$ cat config.mk
export PLATFORM = sky130hd
export DESIGN_NAME = version_string_parse_compare
export DESIGN_NICKNAME = d
export VERILOG_FILES = /design/src/vspc_pkg.sv /design/src/vspc_parse.sv /design/src/vspc_result.sv /design/src/version_string_parse_compare.sv
export SDC_FILE = /design/constraint.sdc
export NUM_CORES = 1
export LEC_CHECK = 0
export BUFFER_PORTS_ARGS = -buffer_cell sky130_fd_sc_hd__buf_2
export CAP_MARGIN = 30
export CORE_MARGIN = 1.5
export CORE_UTILIZATION = 40
export DETAILED_ROUTE_END_ITERATION = 10
export PLACE_DENSITY_LB_ADDON = 0.25
export SLEW_MARGIN = 10
export SYNTH_ARGS = -nofsm -noshare
export SYNTH_HDL_FRONTEND = slang
export SYNTH_SLANG_ARGS = --single-unit
$ cat constraint.sdc
create_clock -name clk -period 17.4 [get_ports clk]
set_input_delay 5.22 -clock clk [delete_from_list [all_inputs] [get_ports clk]]
set_output_delay 5.22 -clock clk [all_outputs]
set_load 0.03 [all_outputs]
$ cat src/vspc_pkg.sv
// ----------------------------------------------------------------------------
// vspc_pkg: shared constants for the version string parser and comparator
// Character codes, field and register codes, and the encoding of the order.
// ----------------------------------------------------------------------------
`default_nettype none

package vspc_pkg;

  // Default width of one parsed version component.
  localparam int COMPONENT_WIDTH_DEF = 16;

  // Width of the reported fields and of the configuration registers.
  localparam int NUM_WIDTH = 16;
  localparam int CFG_IDX_WIDTH = 2;

  // Characters the parser recognizes.
  localparam logic [7:0] CHAR_ZERO = 8'h30;
  localparam logic [7:0] CHAR_NINE = 8'h39;
  localparam logic [7:0] CHAR_DOT  = 8'h2E;

  // Field being parsed.
  localparam logic [1:0] FIELD_MAJOR = 2'd0;
  localparam logic [1:0] FIELD_MINOR = 2'd1;
  localparam logic [1:0] FIELD_PATCH = 2'd2;

  // Configuration register indexes.
  localparam logic [CFG_IDX_WIDTH-1:0] REG_CUR_MAJOR = 2'd0;
  localparam logic [CFG_IDX_WIDTH-1:0] REG_CUR_MINOR = 2'd1;
  localparam logic [CFG_IDX_WIDTH-1:0] REG_CUR_PATCH = 2'd2;

  // Sign of parsed minus current version.
  localparam logic signed [1:0] ORD_LT = -2'sd1;
  localparam logic signed [1:0] ORD_EQ = 2'sd0;
  localparam logic signed [1:0] ORD_GT = 2'sd1;

  // Control handed from the parser to the result stage.
  typedef struct packed {
    logic fire;  // a string ends in this cycle
    logic ok;    // the string that ends is well formed
  } res_ctl_t;

endpackage

`default_nettype wire

$ cat src/vspc_parse.sv
// ----------------------------------------------------------------------------
// vspc_parse: per-character parse state
// Accumulates the three decimal fields and tracks format errors.
// ----------------------------------------------------------------------------
`default_nettype none

module vspc_parse #(
  parameter int COMPONENT_WIDTH = vspc_pkg::COMPONENT_WIDTH_DEF
) (
  input  wire logic                       clk,
  input  wire logic                       rst_n,
  input  wire logic                       step,
  input  wire logic [7:0]                 ch,
  input  wire logic                       last,
  output vspc_pkg::res_ctl_t              ctl,
  output logic      [COMPONENT_WIDTH-1:0] major_nxt,
  output logic      [COMPONENT_WIDTH-1:0] minor_nxt,
  output logic      [COMPONENT_WIDTH-1:0] patch_nxt
);

  localparam int CW = COMPONENT_WIDTH;
  localparam int XW = COMPONENT_WIDTH + 4;

  logic [1:0]    fidx_r, fidx_nxt;
  logic [CW-1:0] major_r, minor_r, patch_r;
  logic          dseen_r, dseen_nxt;
  logic          zlead_r, zlead_nxt;
  logic          bad_r, bad_nxt;

  logic          is_digit, is_dot;
  logic [7:0]    diff;
  logic [3:0]    dval;
  logic [CW-1:0] acc_sel;
  logic [XW-1:0] acc_x, acc_mul;
  logic          ovf;

  // Character decode.
  assign is_digit = (ch >= vspc_pkg::CHAR_ZERO) && (ch <= vspc_pkg::CHAR_NINE);
  assign is_dot   = (ch == vspc_pkg::CHAR_DOT);
  assign diff     = ch - vspc_pkg::CHAR_ZERO;
  assign dval     = diff[3:0];

  // Current field's accumulator times ten plus the new digit.
  always_comb begin
    case (fidx_r)
      vspc_pkg::FIELD_MAJOR: acc_sel = major_r;
      vspc_pkg::FIELD_MINOR: acc_sel = minor_r;
      default:               acc_sel = patch_r;
    endcase
  end

  assign acc_x   = XW'(acc_sel);
  assign acc_mul = (acc_x << 3) + (acc_x << 1) + XW'(dval);
  assign ovf     = |acc_mul[XW-1:CW];

  // Next parse state for the character at hand.
  always_comb begin
    fidx_nxt  = fidx_r;
    major_nxt = major_r;
    minor_nxt = minor_r;
    patch_nxt = patch_r;
    dseen_nxt = dseen_r;
    zlead_nxt = zlead_r;
    bad_nxt   = bad_r;
    if (!bad_r) begin
      if (is_digit) begin
        if ((dseen_r && zlead_r) || ovf) begin
          bad_nxt = 1'b1;
        end else begin
          case (fidx_r)
            vspc_pkg::FIELD_MAJOR: major_nxt = acc_mul[CW-1:0];
            vspc_pkg::FIELD_MINOR: minor_nxt = acc_mul[CW-1:0];
            default:               patch_nxt = acc_mul[CW-1:0];
          endcase
          if (!dseen_r && (dval == 4'd0)) begin
            zlead_nxt = 1'b1;
          end
          dseen_nxt = 1'b1;
        end
      end else if (is_dot) begin
        if (!dseen_r || (fidx_r == vspc_pkg::FIELD_PATCH)) begin
          bad_nxt = 1'b1;
        end else begin
          fidx_nxt  = fidx_r + 2'd1;
          dseen_nxt = 1'b0;
          zlead_nxt = 1'b0;
        end
      end else begin
        bad_nxt = 1'b1;
      end
    end
  end

  // Result control: a string is good if it reached patch with a digit there.
  assign ctl.fire = step && last;
  assign ctl.ok   = !bad_nxt && (fidx_nxt == vspc_pkg::FIELD_PATCH) && dseen_nxt;

  // State registers; the state clears once a string ends.
  always_ff @(posedge clk) begin
    if (!rst_n || (step && last)) begin
      fidx_r  <= vspc_pkg::FIELD_MAJOR;
      major_r <= '0;
      minor_r <= '0;
      patch_r <= '0;
      dseen_r <= 1'b0;
      zlead_r <= 1'b0;
      bad_r   <= 1'b0;
    end else if (step) begin
      fidx_r  <= fidx_nxt;
      major_r <= major_nxt;
      minor_r <= minor_nxt;
      patch_r <= patch_nxt;
      dseen_r <= dseen_nxt;
      zlead_r <= zlead_nxt;
      bad_r   <= bad_nxt;
    end
  end

endmodule

`default_nettype wire

$ cat src/vspc_result.sv
// ----------------------------------------------------------------------------
// vspc_result: version compare and result register
// Orders the parsed version against the current one and holds the result word.
// ----------------------------------------------------------------------------
`default_nettype none

module vspc_result #(
  parameter int COMPONENT_WIDTH = vspc_pkg::COMPONENT_WIDTH_DEF
) (
  input  wire logic                                 clk,
  input  wire logic                                 rst_n,
  input  wire vspc_pkg::res_ctl_t                   ctl,
  input  wire logic [COMPONENT_WIDTH-1:0]           major_in,
  input  wire logic [COMPONENT_WIDTH-1:0]           minor_in,
  input  wire logic [COMPONENT_WIDTH-1:0]           patch_in,
  input  wire logic [vspc_pkg::NUM_WIDTH-1:0]       cur_major,
  input  wire logic [vspc_pkg::NUM_WIDTH-1:0]       cur_minor,
  input  wire logic [vspc_pkg::NUM_WIDTH-1:0]       cur_patch,
  output logic                                      slot_free,
  output logic                                      out_valid,
  input  wire logic                                 out_ready,
  output logic                                      out_valid_res,
  output logic      [vspc_pkg::NUM_WIDTH-1:0]       out_major_num,
  output logic      [vspc_pkg::NUM_WIDTH-1:0]       out_minor_num,
  output logic      [vspc_pkg::NUM_WIDTH-1:0]       out_patch_num,
  output logic signed [1:0]                         out_order,
  output logic                                      out_newer
);

  localparam int NW   = vspc_pkg::NUM_WIDTH;
  localparam int CMPW = (COMPONENT_WIDTH > vspc_pkg::NUM_WIDTH) ?
                        COMPONENT_WIDTH : vspc_pkg::NUM_WIDTH;

  logic [CMPW-1:0]   pmaj, pmin, ppat, cmaj, cmin, cpat;
  logic signed [1:0] ord;

  logic              out_valid_r;
  logic              valid_res_r, newer_r;
  logic [NW-1:0]     major_r, minor_r, patch_r;
  logic signed [1:0] order_r;

  // Compare at full width.
  assign pmaj = CMPW'(major_in);
  assign pmin = CMPW'(minor_in);
  assign ppat = CMPW'(patch_in);
  assign cmaj = CMPW'(cur_major);
  assign cmin = CMPW'(cur_minor);
  assign cpat = CMPW'(cur_patch);

  // Lexicographic order: major first, then minor, then patch.
  always_comb begin
    if (!ctl.ok) begin
      ord = vspc_pkg::ORD_EQ;
    end else if (pmaj > cmaj) begin
      ord = vspc_pkg::ORD_GT;
    end else if (pmaj < cmaj) begin
      ord = vspc_pkg::ORD_LT;
    end else if (pmin > cmin) begin
      ord = vspc_pkg::ORD_GT;
    end else if (pmin < cmin) begin
      ord = vspc_pkg::ORD_LT;
    end else if (ppat > cpat) begin
      ord = vspc_pkg::ORD_GT;
    end else if (ppat < cpat) begin
      ord = vspc_pkg::ORD_LT;
    end else begin
      ord = vspc_pkg::ORD_EQ;
    end
  end

  assign slot_free = !out_valid_r || out_ready;

  // Result valid flag.
  always_ff @(posedge clk) begin
    if (!rst_n) begin
      out_valid_r <= 1'b0;
    end else if (ctl.fire) begin
      out_valid_r <= 1'b1;
    end else if (out_ready) begin
      out_valid_r <= 1'b0;
    end
  end

  // Result word; numbers read as zero for a malformed string.
  always_ff @(posedge clk) begin
    if (ctl.fire) begin
      valid_res_r <= ctl.ok;
      major_r     <= ctl.ok ? pmaj[NW-1:0] : '0;
      minor_r     <= ctl.ok ? pmin[NW-1:0] : '0;
      patch_r     <= ctl.ok ? ppat[NW-1:0] : '0;
      order_r     <= ord;
      newer_r     <= (ord == vspc_pkg::ORD_GT);
    end
  end

  assign out_valid     = out_valid_r;
  assign out_valid_res = valid_res_r;
  assign out_major_num = major_r;
  assign out_minor_num = minor_r;
  assign out_patch_num = patch_r;
  assign out_order     = order_r;
  assign out_newer     = newer_r;

endmodule

`default_nettype wire

$ cat src/version_string_parse_compare.sv
// A result word is registered: the last character of a string passes through the input
// register and the parse step into the result register. Throughput: one character per
// cycle while the result register is not full and untaken; it is the only stall point.
// Reset (synchronous, active low) clears the parse state, empties both
// registers and sets the current version to 0.0.0.
// ----------------------------------------------------------------------------
// version_string_parse_compare: version string parser and comparator
// Parses MAJOR.MINOR.PATCH one character per word and orders it against the
// configured current version.
// ----------------------------------------------------------------------------
`default_nettype none

module version_string_parse_compare #(
  parameter int COMPONENT_WIDTH = vspc_pkg::COMPONENT_WIDTH_DEF
) (
  input  wire logic                                 clk,
  input  wire logic                                 rst_n,
  input  wire logic                                 cfg_we,
  input  wire logic [vspc_pkg::CFG_IDX_WIDTH-1:0]   cfg_index,
  input  wire logic [vspc_pkg::NUM_WIDTH-1:0]       cfg_wdata,
  input  wire logic                                 in_valid,
  output logic                                      in_ready,
  input  wire logic [7:0]                           in_ch,
  input  wire logic                                 in_last,
  output logic                                      out_valid,
  input  wire logic                                 out_ready,
  output logic                                      out_valid_res,
  output logic      [vspc_pkg::NUM_WIDTH-1:0]       out_major_num,
  output logic      [vspc_pkg::NUM_WIDTH-1:0]       out_minor_num,
  output logic      [vspc_pkg::NUM_WIDTH-1:0]       out_patch_num,
  output logic signed [1:0]                         out_order,
  output logic                                      out_newer
);

  localparam int CW = COMPONENT_WIDTH;

  logic [vspc_pkg::NUM_WIDTH-1:0] cur_major_r, cur_minor_r, cur_patch_r;
  logic                           in_v_r;
  logic [7:0]                     ch_r;
  logic                           last_r;
  logic                           adv;
  logic                           slot_free;
  vspc_pkg::res_ctl_t             ctl;
  logic [CW-1:0]                  major_nxt, minor_nxt, patch_nxt;

  // Configuration registers.
  always_ff @(posedge clk) begin
    if (!rst_n) begin
      cur_major_r <= '0;
      cur_minor_r <= '0;
      cur_patch_r <= '0;
    end else if (cfg_we) begin
      unique case (cfg_index)
        vspc_pkg::REG_CUR_MAJOR: cur_major_r <= cfg_wdata;
        vspc_pkg::REG_CUR_MINOR: cur_minor_r <= cfg_wdata;
        vspc_pkg::REG_CUR_PATCH: cur_patch_r <= cfg_wdata;
        default: ;
      endcase
    end
  end

  // A held character moves on unless it ends a string and the result is full and not taken.
  assign adv      = in_v_r && (!last_r || slot_free);
  assign in_ready = !in_v_r || adv;

  // Input register.
  always_ff @(posedge clk) begin
    if (!rst_n) begin
      in_v_r <= 1'b0;
    end else if (in_valid && in_ready) begin
      in_v_r <= 1'b1;
    end else if (adv) begin
      in_v_r <= 1'b0;
    end
  end

  always_ff @(posedge clk) begin
    if (in_valid && in_ready) begin
      ch_r   <= in_ch;
      last_r <= in_last;
    end
  end

  vspc_parse #(
    .COMPONENT_WIDTH(COMPONENT_WIDTH)
  ) u_parse (
    .clk      (clk),
    .rst_n    (rst_n),
    .step     (adv),
    .ch       (ch_r),
    .last     (last_r),
    .ctl      (ctl),
    .major_nxt(major_nxt),
    .minor_nxt(minor_nxt),
    .patch_nxt(patch_nxt)
  );

  vspc_result #(
    .COMPONENT_WIDTH(COMPONENT_WIDTH)
  ) u_result (
    .clk          (clk),
    .rst_n        (rst_n),
    .ctl          (ctl),
    .major_in     (major_nxt),
    .minor_in     (minor_nxt),
    .patch_in     (patch_nxt),
    .cur_major    (cur_major_r),
    .cur_minor    (cur_minor_r),
    .cur_patch    (cur_patch_r),
    .slot_free    (slot_free),
    .out_valid    (out_valid),
    .out_ready    (out_ready),
    .out_valid_res(out_valid_res),
    .out_major_num(out_major_num),
    .out_minor_num(out_minor_num),
    .out_patch_num(out_patch_num),
    .out_order    (out_order),
    .out_newer    (out_newer)
  );

  // A malformed string reports no order and is never newer.
  a_bad_res_quiet: assert property (@(posedge clk) disable iff (!rst_n)
    (out_valid && !out_valid_res) |-> (out_order == vspc_pkg::ORD_EQ && !out_newer))
    else $error("malformed string reported an order");

  // Newer means well formed and strictly greater.
  a_newer_gt: assert property (@(posedge clk) disable iff (!rst_n)
    (out_valid && out_newer) |-> (out_valid_res && out_order == vspc_pkg::ORD_GT))
    else $error("newer flag without a greater order");

  // The input side stalls only behind a full, untaken result.
  a_stall_cause: assert property (@(posedge clk) disable iff (!rst_n)
    !in_ready |-> (out_valid && !out_ready && in_v_r && last_r))
    else $error("input stalled without a blocked result");

  // A string that ends in the parse step yields a result word next cycle.
  a_end_gives_res: assert property (@(posedge clk) disable iff (!rst_n)
    (adv && last_r) |=> out_valid)
    else $error("end of string produced no result");

endmodule

`default_nettype wire

Yosys cells after proc, flatten, opt, wreduce, memory -nomap -nowiden. Index checks and enable logic that the tools add are counted.

$add $sub $neg: 4. Order comparisons: 8. Eq/ne operators: 10. Mux-type cells: 43. Bitwise logic cells: 1. Reduce and logical (&&, ||, !) cells: 32.

Operator list (count): 16-bit two-way mux (12); 16-bit > comparator (3); 16-bit < comparator (3); 16-bit case mux with 2 select lines (1); 2-bit two-way mux (11); 19-bit by 17-bit adder with 20-bit output (1); 20-bit by 4-bit adder with 20-bit output (1); 1-bit two-way mux (19); 2-bit equality test, second input constant (4); 8-bit by 6-bit equality test with 1-bit output, second input constant (1); 8-bit by 6-bit greater-or-equal comparator with 1-bit output, second input constant (1); 8-bit by 6-bit <= comparator with 1-bit output, second input constant (1); 1-bit logical AND (8); 1-bit zero test (6); 1-bit logical OR (6); 2-bit AND reduction (3); 6-bit AND reduction (1); 2-bit nonzero test (3); 2-bit by 1-bit equality test with 1-bit output, second input constant (2); 2-bit zero test (2); 4-bit zero test (1); 2-bit != test, second input constant (2); 4-bit OR reduction (1); 4-bit by 1-bit subtractor with 4-bit output, second input constant (1); 4 further kinds (4).

Register bits: 164. Bits of input ports: 32. Output and inout port bits: 54. Logic and storage cells: 118.

Depth between registers and ports, before layout. Gate-level depths: netlist (run 1).

Depth after elaboration: 18. Mapped depth: 29. Depth with buffers taken out: 25.

Modules after synthesis. A second synthesis (run 1) with hierarchy kept.

Cells, all modules: 968. Area, all modules: 9506.6 um^2.

Modules (own cells, without submodules): vspc_parse (times used 1, cells each 488, area an instance 4196.5 um^2, seq. area each 1061.0 um^2); vspc_result (times used 1, cells each 288, area an instance 3191.8 um^2, seq. area each 1581.5 um^2); version_string_parse_compare (times used 1, cells each 192, area an instance 2118.3 um^2, seq. area each 1251.2 um^2).

Least setup slack after synthesis (run 1). No wires, ideal clock.

Kind: input port to output port. From: input port out_ready. To: output port in_ready. Arrival time: 5.624 ns. Required time: 12.180 ns. Setup slack: 6.556 ns. Stages: 1. Path buffers: 0. Cell sequence: nand4b_1.

Cells in the longest elaborated chain, start to end: 4.

Ends and longest elaborated chain: start, declared (RTL line version_string_parse_compare.sv:26) `input wire logic out_ready,`; 1-bit logical OR (RTL line vspc_result.sv:71) `assign slot_free = !out_valid_r || out_ready;`; 1-bit logical OR (RTL line version_string_parse_compare.sv:63) `assign adv = in_v_r && (!last_r || slot_free);`; 1-bit logical AND (RTL line version_string_parse_compare.sv:63); 1-bit logical OR (RTL line version_string_parse_compare.sv:64) `assign in_ready = !in_v_r || adv;`; end, declared (RTL line version_string_parse_compare.sv:22) `output logic in_ready,`.

Every way passes these cells.

Final worst setup path (run 1). Ends and elaborated chain as after synthesis.

==> results of run 1 <==
sequential cells by signal (all words and copies together) (netlist names), 8 cells and up:
register	count
cur_patch_r	16
cur_minor_r	16
ch_r	8
u_result.out_major_num	16
u_parse.patch_r	16
u_result.out_patch_num	16
u_result.out_minor_num	16
u_parse.minor_r	16
u_parse.major_r	16
cur_major_r	16
power by group:
group | total [mW] | switching (mW) | internal (mW)
Sequential | 0.407 | 0.00382 | 0.403
Combinational | 0.0512 | 0.0329 | 0.0183
Clock | 0.370 | 0.166 | 0.204
Total | 0.828 | 0.202 | 0.626
synth_stat cells (6+ instances only):
cell / instances
nand2_1: 144
dfxtp_1: 103
ha_1: 82
nor2_1: 71
inv_1: 62
edfxtp_1: 61
a21boi_0: 50
mux2i_1: 49
a21oi_1: 29
nor2b_1: 27
clkbuf_1: 26
mux2_4: 22
a21o_1: 21
and2b_1: 21
mux2_2: 20
nand4_1: 16
a22oi_1: 13
o21ai_0: 13
nand2b_1: 9
nand3_1: 9
xnor2_1: 9
buf_6: 6
nor3_1: 6
nor4_4: 6
through the flow:
stage / total power [mW] / hold WS [ps] / area, um^2 / instances
2_1_floorplan: 0.4487 / 443.5 / 9597 / 969
3_3_place_gp: 0.4657 / 455.6 / 10310 / 1346
3_5_place_dp: 0.4666 / 459.7 / 10310 / 1346
4_1_cts: 0.8351 / 469.7 / 10880 / 1378
5_1_grt: 0.8556 / 487.5 / 10880 / 1378
6_report: 0.8283 / 467.1 / 10880 / 1378
critical path, cell delays in order:
cell and delay, ps:
buf_2 110, nand4b_1 200, buf_2 210
final timing paths:
| path | to | cells after the start | from |
|---|---|---|---|
| worst min register to register | cur_minor_r[9]$_SDFFE_PN0P_ | 2 | cur_minor_r[9]$_SDFFE_PN0P_ |
| worst max register to register | u_result.out_newer$_DFFE_PP_ | 24 | u_parse.fidx_r[0]$_SDFFE_PP0P_ |
| worst max-delay path | in_ready | 3 | out_ready |
| worst min-delay path | cur_minor_r[9]$_SDFFE_PN0P_ | 2 | cur_minor_r[9]$_SDFFE_PN0P_ |
cell families after synthesis:
logic type | synth area share (%)
simple gates | 18.80
compound gates | 12.91
flops | 40.57
buf+inv | 4.524
mux | 10.90
fa+ha+maj | 11.11
xor+xnor | 1.186
layout make-up:
cell class	count	area, um^2
Fill cell	2255	12600
Multi-Input combinational cell	704	5269
Sequential cell	164	3894
Timing Repair Buffer	97	515.5
Clock buffer	20	446.7
Tap cell	319	399.1
Inverter	62	232.7
Clock inverter	12	118.9
metal layers:
layer  global-route usage (%)  vias to the layer above
met2                    32.10                      155
met4                    6.783                        0
met1                    27.09                     3317
met3                    2.765                       32
met5                        0                        -
li1                         -                     3559
==> results.json, run 1 <==
{
  "wire_per_inst_um": 17.25,
  "drt_iter0_drc": 425,
  "antenna_cells": 0,
  "rows": 56,
  "period_share_pct": 62.95,
  "synth_area_leaders": "dfxtp_1 21%, edfxtp_1 19%, ha_1 11%, nand2_1 5.6%, mux2i_1 5.1%",
  "hold_path.class": "reg2reg",
  "critical_path_required_ps": 12180,
  "grt_pass1_vias": 6874,
  "worst_pin_slew_ps": 911.7,
  "async_flop_share_pct": 0,
  "ys_warn_count": 0,
  "leakage_nw": 4.508,
  "grt_pass1_wl_mm": 37.56,
  "final_util_pct": 46.33,
  "num_io_pins": 86,
  "core_um2": 23470,
  "worstSkewPairLatency_ps": 440,
  "outcome": "finished clean",
  "final_antenna_net_count": 0,
  "antenna_found_initial": 0,
  "h-tree-depth": 4,
  "power.density_nw_per_um2": 76.16,
  "cts_buffer_depth": 2,
  "final.min_clock_period_ps": 10950,
  "area_growth_syn_to_layout_pct": 13.32,
  "syn_inst": 969,
  "arrival_ps": 5730,
  "skew_ps": 15.86,
  "vias_per_cell": 5.126,
  "cts_buffers": 17,
  "final_nets": 1162,
  "via_count": 7063,
  "yosysSeqAreaShare_pct": 40.57,
  "syn_nets": 1085,
  "synth_seq_cells": 164,
  "cts_tree": "done",
  "peakVddDrop_mv": 0.05644,
  "fin_tns_setup_ps": 0,
  "place_ws_ps": 6450,
  "synth_cell_types": 69,
  "clkTransAtPathRegs_ps": 70,
  "synth_area_um2": 9597,
  "dr_wl_met3_um": 824,
  "final_common_cell": "nand2_1",
  "max_cap_violations": 0,
  "drv_slew": 0,
  "die_x_um": 157.9,
  "layout_common_cells": "144 x nand2_1, 103 x dfxtp_1, 85 x buf_2",
  "finalWirelength_mm": 23.77,
  "synth_edf_count": 61,
  "finalSetupViolCount": 0,
  "globalplace.congestion": 0.7977,
  "post-cts-setup-buffer-count": 0,
  "cts-root-buf": "clkbuf_16",
  "yosys_most_used_dff": "dfxtp_1",
  "grt_usage_pct": 19.83,
  "cts.sinks": 164,
  "fmax_mhz": 91.29,
  "gr-total-overflow": 0,
  "yosysTopAreaCell": "dfxtp_1",
  "drtPass1Iterations": 5,
  "syn_avg_cell_area_um2": 9.904,
  "drt-met1-wl_mm": 11.60,
  "cp_max_fo": 3,
  "highest_layer": "met4",
  "drcViolationCount": 0,
  "drive_gt1_share_pct": 18.22,
  "initial_utilization_pct": 40.88,
  "synth.top_cell.area_share_pct": 21.49,
  "cts_hold_buffers": 0,
  "die_h_um": 157.9,
  "grt_setup_unrepaired": "false",
  "io_buffers": 85,
  "regToRegSetupSlack_ps": 10310,
  "die_area_um2": 24930,
  "hpwlAfterDp_mm": 17.04,
  "crit_type": "in2out",
  "slew_headroom_pct": 39.22,
  "end_kind": "output port",
  "setup_ws_ps": 6446,
  "hold_viol": 0,
  "met2_wirelength_mm": 10.82,
  "crit_path_start_kind": "primary input",
  "post_cts_resized": 0,
  "grt_max_degree": 54
}
No activity file was read; power rests on OpenSTA's default activity.
==> run 2: changes to the inputs <==
clock period = 8.8 ns   (was 17.4 ns; I/O delays follow)
==> results.json, run 2 (synthesis gave the netlist of run 1 again) <==
{
  "fin_area_um2": 10970,
  "hpwlAfterDp_mm": 17.99,
  "arrival_ps": 7390,
  "grt_pass1_vias": 7077,
  "grt_pass1_wl_mm": 38.59,
  "gr-total-overflow": 0,
  "worstSkewPairLatency_ps": 430,
  "max_cap_violations": 0,
  "finalSetupViolCount": 0,
  "drcViolationCount": 0,
  "post_cts_resized": 0,
  "rows": 56,
  "final_nets": 1163,
  "antenna_cells": 0,
  "period_share_pct": 80.98,
  "cts_tree": "done",
  "die_area_um2": 24930,
  "grt_max_degree": 53,
  "antenna_found_initial": 0,
  "drtPass1Iterations": 5,
  "finalNonFillerCells": 1379,
  "place_ws_ps": 1727,
  "worstHoldStart": "cur_minor_r[13]$_SDFFE_PN0P_",
  "vias_per_cell": 5.217,
  "final.min_clock_period_ps": 7127,
  "clkTransAtPathRegs_ps": 70,
  "setup_ws_ps": 1673,
  "via_count": 7194,
  "core_um2": 23470,
  "cp_max_fo": 19,
  "cts-root-buf": "clkbuf_16",
  "fmax_mhz": 140.3,
  "grt_setup_unrepaired": "false",
  "io_buffers": 85,
  "cts_buffer_depth": 2,
  "die_h_um": 157.9,
  "cts_hold_buffers": 0,
  "fin_tns_setup_ps": 0,
  "cts_buffers": 17,
  "crit_type": "reg2reg",
  "leakage_nw": 4.553,
  "cts.sinks": 164,
  "final_util_pct": 46.73,
  "drv_slew": 0,
  "die_x_um": 157.9,
  "final_common_cell": "nand2_1",
  "peakVddDrop_mv": 0.1180,
  "final_antenna_net_count": 0,
  "initial_utilization_pct": 40.88,
  "hold_path.class": "reg2reg",
  "dp_cells": 1345,
  "worst_pin_slew_ps": 880.8,
  "hold_viol": 0,
  "globalplace.congestion": 0.8425,
  "end_kind": "register",
  "finalWirelength_mm": 24.40,
  "power.density_nw_per_um2": 157.8,
  "slew_headroom_pct": 41.28,
  "r2r-start": "u_parse.fidx_r[1]$_SDFFE_PP0P_",
  "wire_per_inst_um": 17.69,
  "area_growth_syn_to_layout_pct": 14.29,
  "place_area_um2": 10300,
  "grt_usage_pct": 20.45,
  "cp-startpoint": "u_parse.fidx_r[1]$_SDFFE_PP0P_",
  "drive_gt1_share_pct": 18.30,
  "crit_path_start_kind": "register",
  "outcome": "finished clean",
  "post-cts-setup-buffer-count": 0,
  "critical_path_required_ps": 9070,
  "num_io_pins": 86,
  "skew_ps": 11.84,
  "layout_common_cells": "144 x nand2_1, 103 x dfxtp_1, 85 x buf_2",
  "drt_iter0_drc": 409,
  "h-tree-depth": 4
}
run 2: cell types whose count changed in the layout (fill, tap and decap cells not counted), sizes merged:
| cell | previous run | this run |
|---|---|---|
| bufinv | 1 | 4 |
| clkinv | 3 | 1 |
| clkbuf | 20 | 19 |
| buf | 97 | 98 |
run 2: per-stage QoR:
step	hold WS, ps	total power [mW]
finish	464.7	1.730
global route	482.2	1.785
global placement	453.5	0.9213
floorplan	443.5	0.8867
detailed placement	460.6	0.9220
CTS	470.5	1.742
run 2: cell type report:
| type | count | area (um^2) |
|---|---|---|
| flip-flops and latches | 164 | 3894 |
| clock inverters | 13 | 210.2 |
| fillers | 2244 | 12500 |
| repair buffers | 98 | 530.5 |
| well taps | 319 | 399.1 |
| clock buffers | 19 | 432.9 |
| multi-input cells | 704 | 5269 |
| inverters | 62 | 232.7 |
run 2: metal layers:
metal	track usage (%)	routed length (um)	vias to the layer above
met5	0	0	-
met4	5.660	381	0
met3	2.847	1027	29
met2	33.79	11370	194
met1	27.87	11620	3412
li1	-	-	3559
run 2: path summary, 6_finish.rpt:
kind	end	slack, ps	cells past startpoint
worst max-delay path	u_result.out_order[0]$_DFFE_PP_	1670	24
worst min-delay path	cur_minor_r[13]$_SDFFE_PN0P_	460	2
worst max register to register	u_result.out_order[0]$_DFFE_PP_	1670	24
worst min register to register	cur_minor_r[13]$_SDFFE_PN0P_	460	2
run 2: power breakdown:
group | switching [mW] | internal, mW | leakage, nW
sequential | 0.00772 | 0.797 | 1.47
combinational | 0.0643 | 0.0361 | 2.77
clock | 0.337 | 0.488 | 0.312
run 2: critical path, stage by stage, from the launching register on:
cell,delay (ps)
dfxtp_1,370
inv_1,80
ha_1,480
nor2_4,510
a21o_1,220
inv_1,60
fa_1,500
fa_1,460
nand2b_1,170
a21o_1,200
a21oi_2,180
o21ai_2,120
a211o_1,510
nor4_4,780
buf_4,350
mux2_4,350
ha_1,300
nor2b_1,130
o21a_1,160
o21ai_0,190
a21oi_1,150
o2111a_1,280
nor2_1,140
nor3_1,70
a21oi_1,170
==> run 3: changes to the inputs <==
clock period = 6.4 ns   (was 8.8 ns; I/O delays follow)
==> results.json, run 3 (synthesis gave the netlist of run 1 again) <==
{
  "max_cap_violations": 0,
  "finalSetupViolCount": 0,
  "regToRegSetupSlack_ps": 310,
  "final_nets": 1181,
  "num_io_pins": 86,
  "worst_pin_slew_ps": 876.5,
  "vias_per_cell": 5.155,
  "layout_common_cells": "144 x nand2_1, 101 x dfxtp_1, 86 x buf_2",
  "final.min_clock_period_ps": 6091,
  "worstHoldStart": "cur_major_r[15]$_SDFFE_PN0P_",
  "finalNonFillerCells": 1397,
  "worstHoldPathCells": 2,
  "critical_path_required_ps": 6550,
  "grt_pass1_wl_mm": 39.12,
  "hpwlAfterDp_mm": 17.69,
  "place_ws_ps": 138.3,
  "drive_gt1_share_pct": 21.24,
  "cts.sinks": 164,
  "drcViolationCount": 0,
  "crit_buf_inv": 5,
  "place_area_um2": 10390,
  "cts_hold_buffers": 0,
  "fmax_mhz": 164.2,
  "peakVddDrop_mv": 0.1435,
  "die_h_um": 157.9,
  "cts_buffer_depth": 2,
  "r2r-start": "u_parse.fidx_r[1]$_SDFFE_PP0P_",
  "skew_ps": 15.42,
  "max_stage_delay_ps": 400,
  "period_share_pct": 95.17,
  "fin_area_um2": 11140,
  "wire_per_inst_um": 17.65,
  "final_util_pct": 47.46,
  "initial_utilization_pct": 40.88,
  "drv_slew": 0,
  "outcome": "finished clean",
  "crit_path_start_kind": "register",
  "cts_tree": "done",
  "slew_headroom_pct": 41.56,
  "h-tree-depth": 4,
  "hold_viol": 0,
  "via_count": 7201,
  "multiInputGateArea_um2": 5363,
  "clkTransAtPathRegs_ps": 70,
  "drt_iter0_drc": 478,
  "rr_worst_depth": 25,
  "die_x_um": 157.9,
  "power.density_nw_per_um2": 199.2,
  "die_area_um2": 24930,
  "area_growth_syn_to_layout_pct": 16.09,
  "end_kind": "register",
  "setup_ws_ps": 309.4,
  "rows": 56,
  "final_common_cell": "nand2_1",
  "grt_usage_pct": 20.49,
  "grt_pass1_vias": 7044,
  "cts_buffers": 17,
  "gr-total-overflow": 0,
  "cp.depth": 25,
  "hold_path.class": "reg2reg",
  "arrival_ps": 6240,
  "drtPass1Iterations": 5,
  "grt_max_degree": 53,
  "r2r_end": "u_result.out_order[0]$_DFFE_PP_",
  "finalWirelength_mm": 24.66,
  "leakage_nw": 4.623,
  "n_fill_cell": 2222,
  "crit_type": "reg2reg",
  "antenna_found_initial": 0,
  "final_antenna_net_count": 0,
  "antenna_cells": 0,
  "core_um2": 23470,
  "crit_family": "compound AO/OA/AOI/OAI gates",
  "cts-root-buf": "clkbuf_16",
  "ff_latch_area_um2": 3896,
  "dp_cells": 1353,
  "holdWs_ps": 466.7,
  "power.total_mw": 2.219,
  "worstSkewPairLatency_ps": 430,
  "globalplace.congestion": 0.8196,
  "cp_slowest_cell": "o31ai_2",
  "io_buffers": 85,
  "cp_max_fo": 14,
  "hold_path_end": "cur_major_r[15]$_SDFFE_PN0P_",
  "fin_tns_setup_ps": 0
}
run 3: cell types whose count changed in the layout (fill, tap and decap cells not counted), sizes merged:
| cell | previous run | this run |
|---|---|---|
| clkinv | 1 | 6 |
| clkbuf | 19 | 20 |
| inv | 69 | 66 |
| clkinvlp | 1 | 2 |
| buf | 98 | 116 |
| bufinv | 4 | 0 |
run 3: worst max-delay path by stage:
stage,start,endpoint,slack (ps)
global route,u_parse.fidx_r[1]$_SDFFE_PP0P_,u_result.out_newer$_DFFE_PP_,-30
finish,u_parse.fidx_r[1]$_SDFFE_PP0P_,u_result.out_order[0]$_DFFE_PP_,310
detailed placement,u_parse.fidx_r[0]$_SDFFE_PP0P_,u_result.out_newer$_DFFE_PP_,140
floorplan,u_parse.fidx_r[0]$_SDFFE_PP0P_,u_result.out_newer$_DFFE_PP_,470
CTS,u_parse.fidx_r[0]$_SDFFE_PP0P_,u_result.out_newer$_DFFE_PP_,80
global placement,u_parse.fidx_r[0]$_SDFFE_PP0P_,u_result.out_newer$_DFFE_PP_,240
run 3: power by group:
part           leakage (nW)  internal [mW]  switching, mW
combinational          2.88         0.0542         0.0940
sequential             1.47           1.10         0.0102
clock                 0.264          0.515          0.450
run 3: cell type report:
class	count	area share (%)
clock inverter	12	0.8872
inverter	62	2.089
sequential	164	34.97
tap	319	3.583
clock buffer	20	4.009
multi-input combinational	704	48.14
timing repair buffer	116	6.323
run 3: worst min-delay path, stage by stage, from the launching register on:
cell	delay (ps)
dfxtp_1	310
nand2_1	40
a21boi_0	60
run 3: timing repair:
| item | CTS | global route |
|---|---|---|
| resized for setup | 0 | 26 |
| setup buffers | 0 | 11 |
| setup endpoints to repair | 0 | 3 |
run 3: routing by layer:
| layer | part of all wire, % | vias to the layer above | track usage (%) |
|---|---|---|---|
| met5 | 0 | - | 0 |
| met4 | 1.2 | 0 | 5.660 |
| met3 | 3.4 | 23 | 2.683 |
| met2 | 47 | 170 | 33.29 |
| met1 | 48 | 3404 | 28.49 |
| li1 | - | 3604 | - |
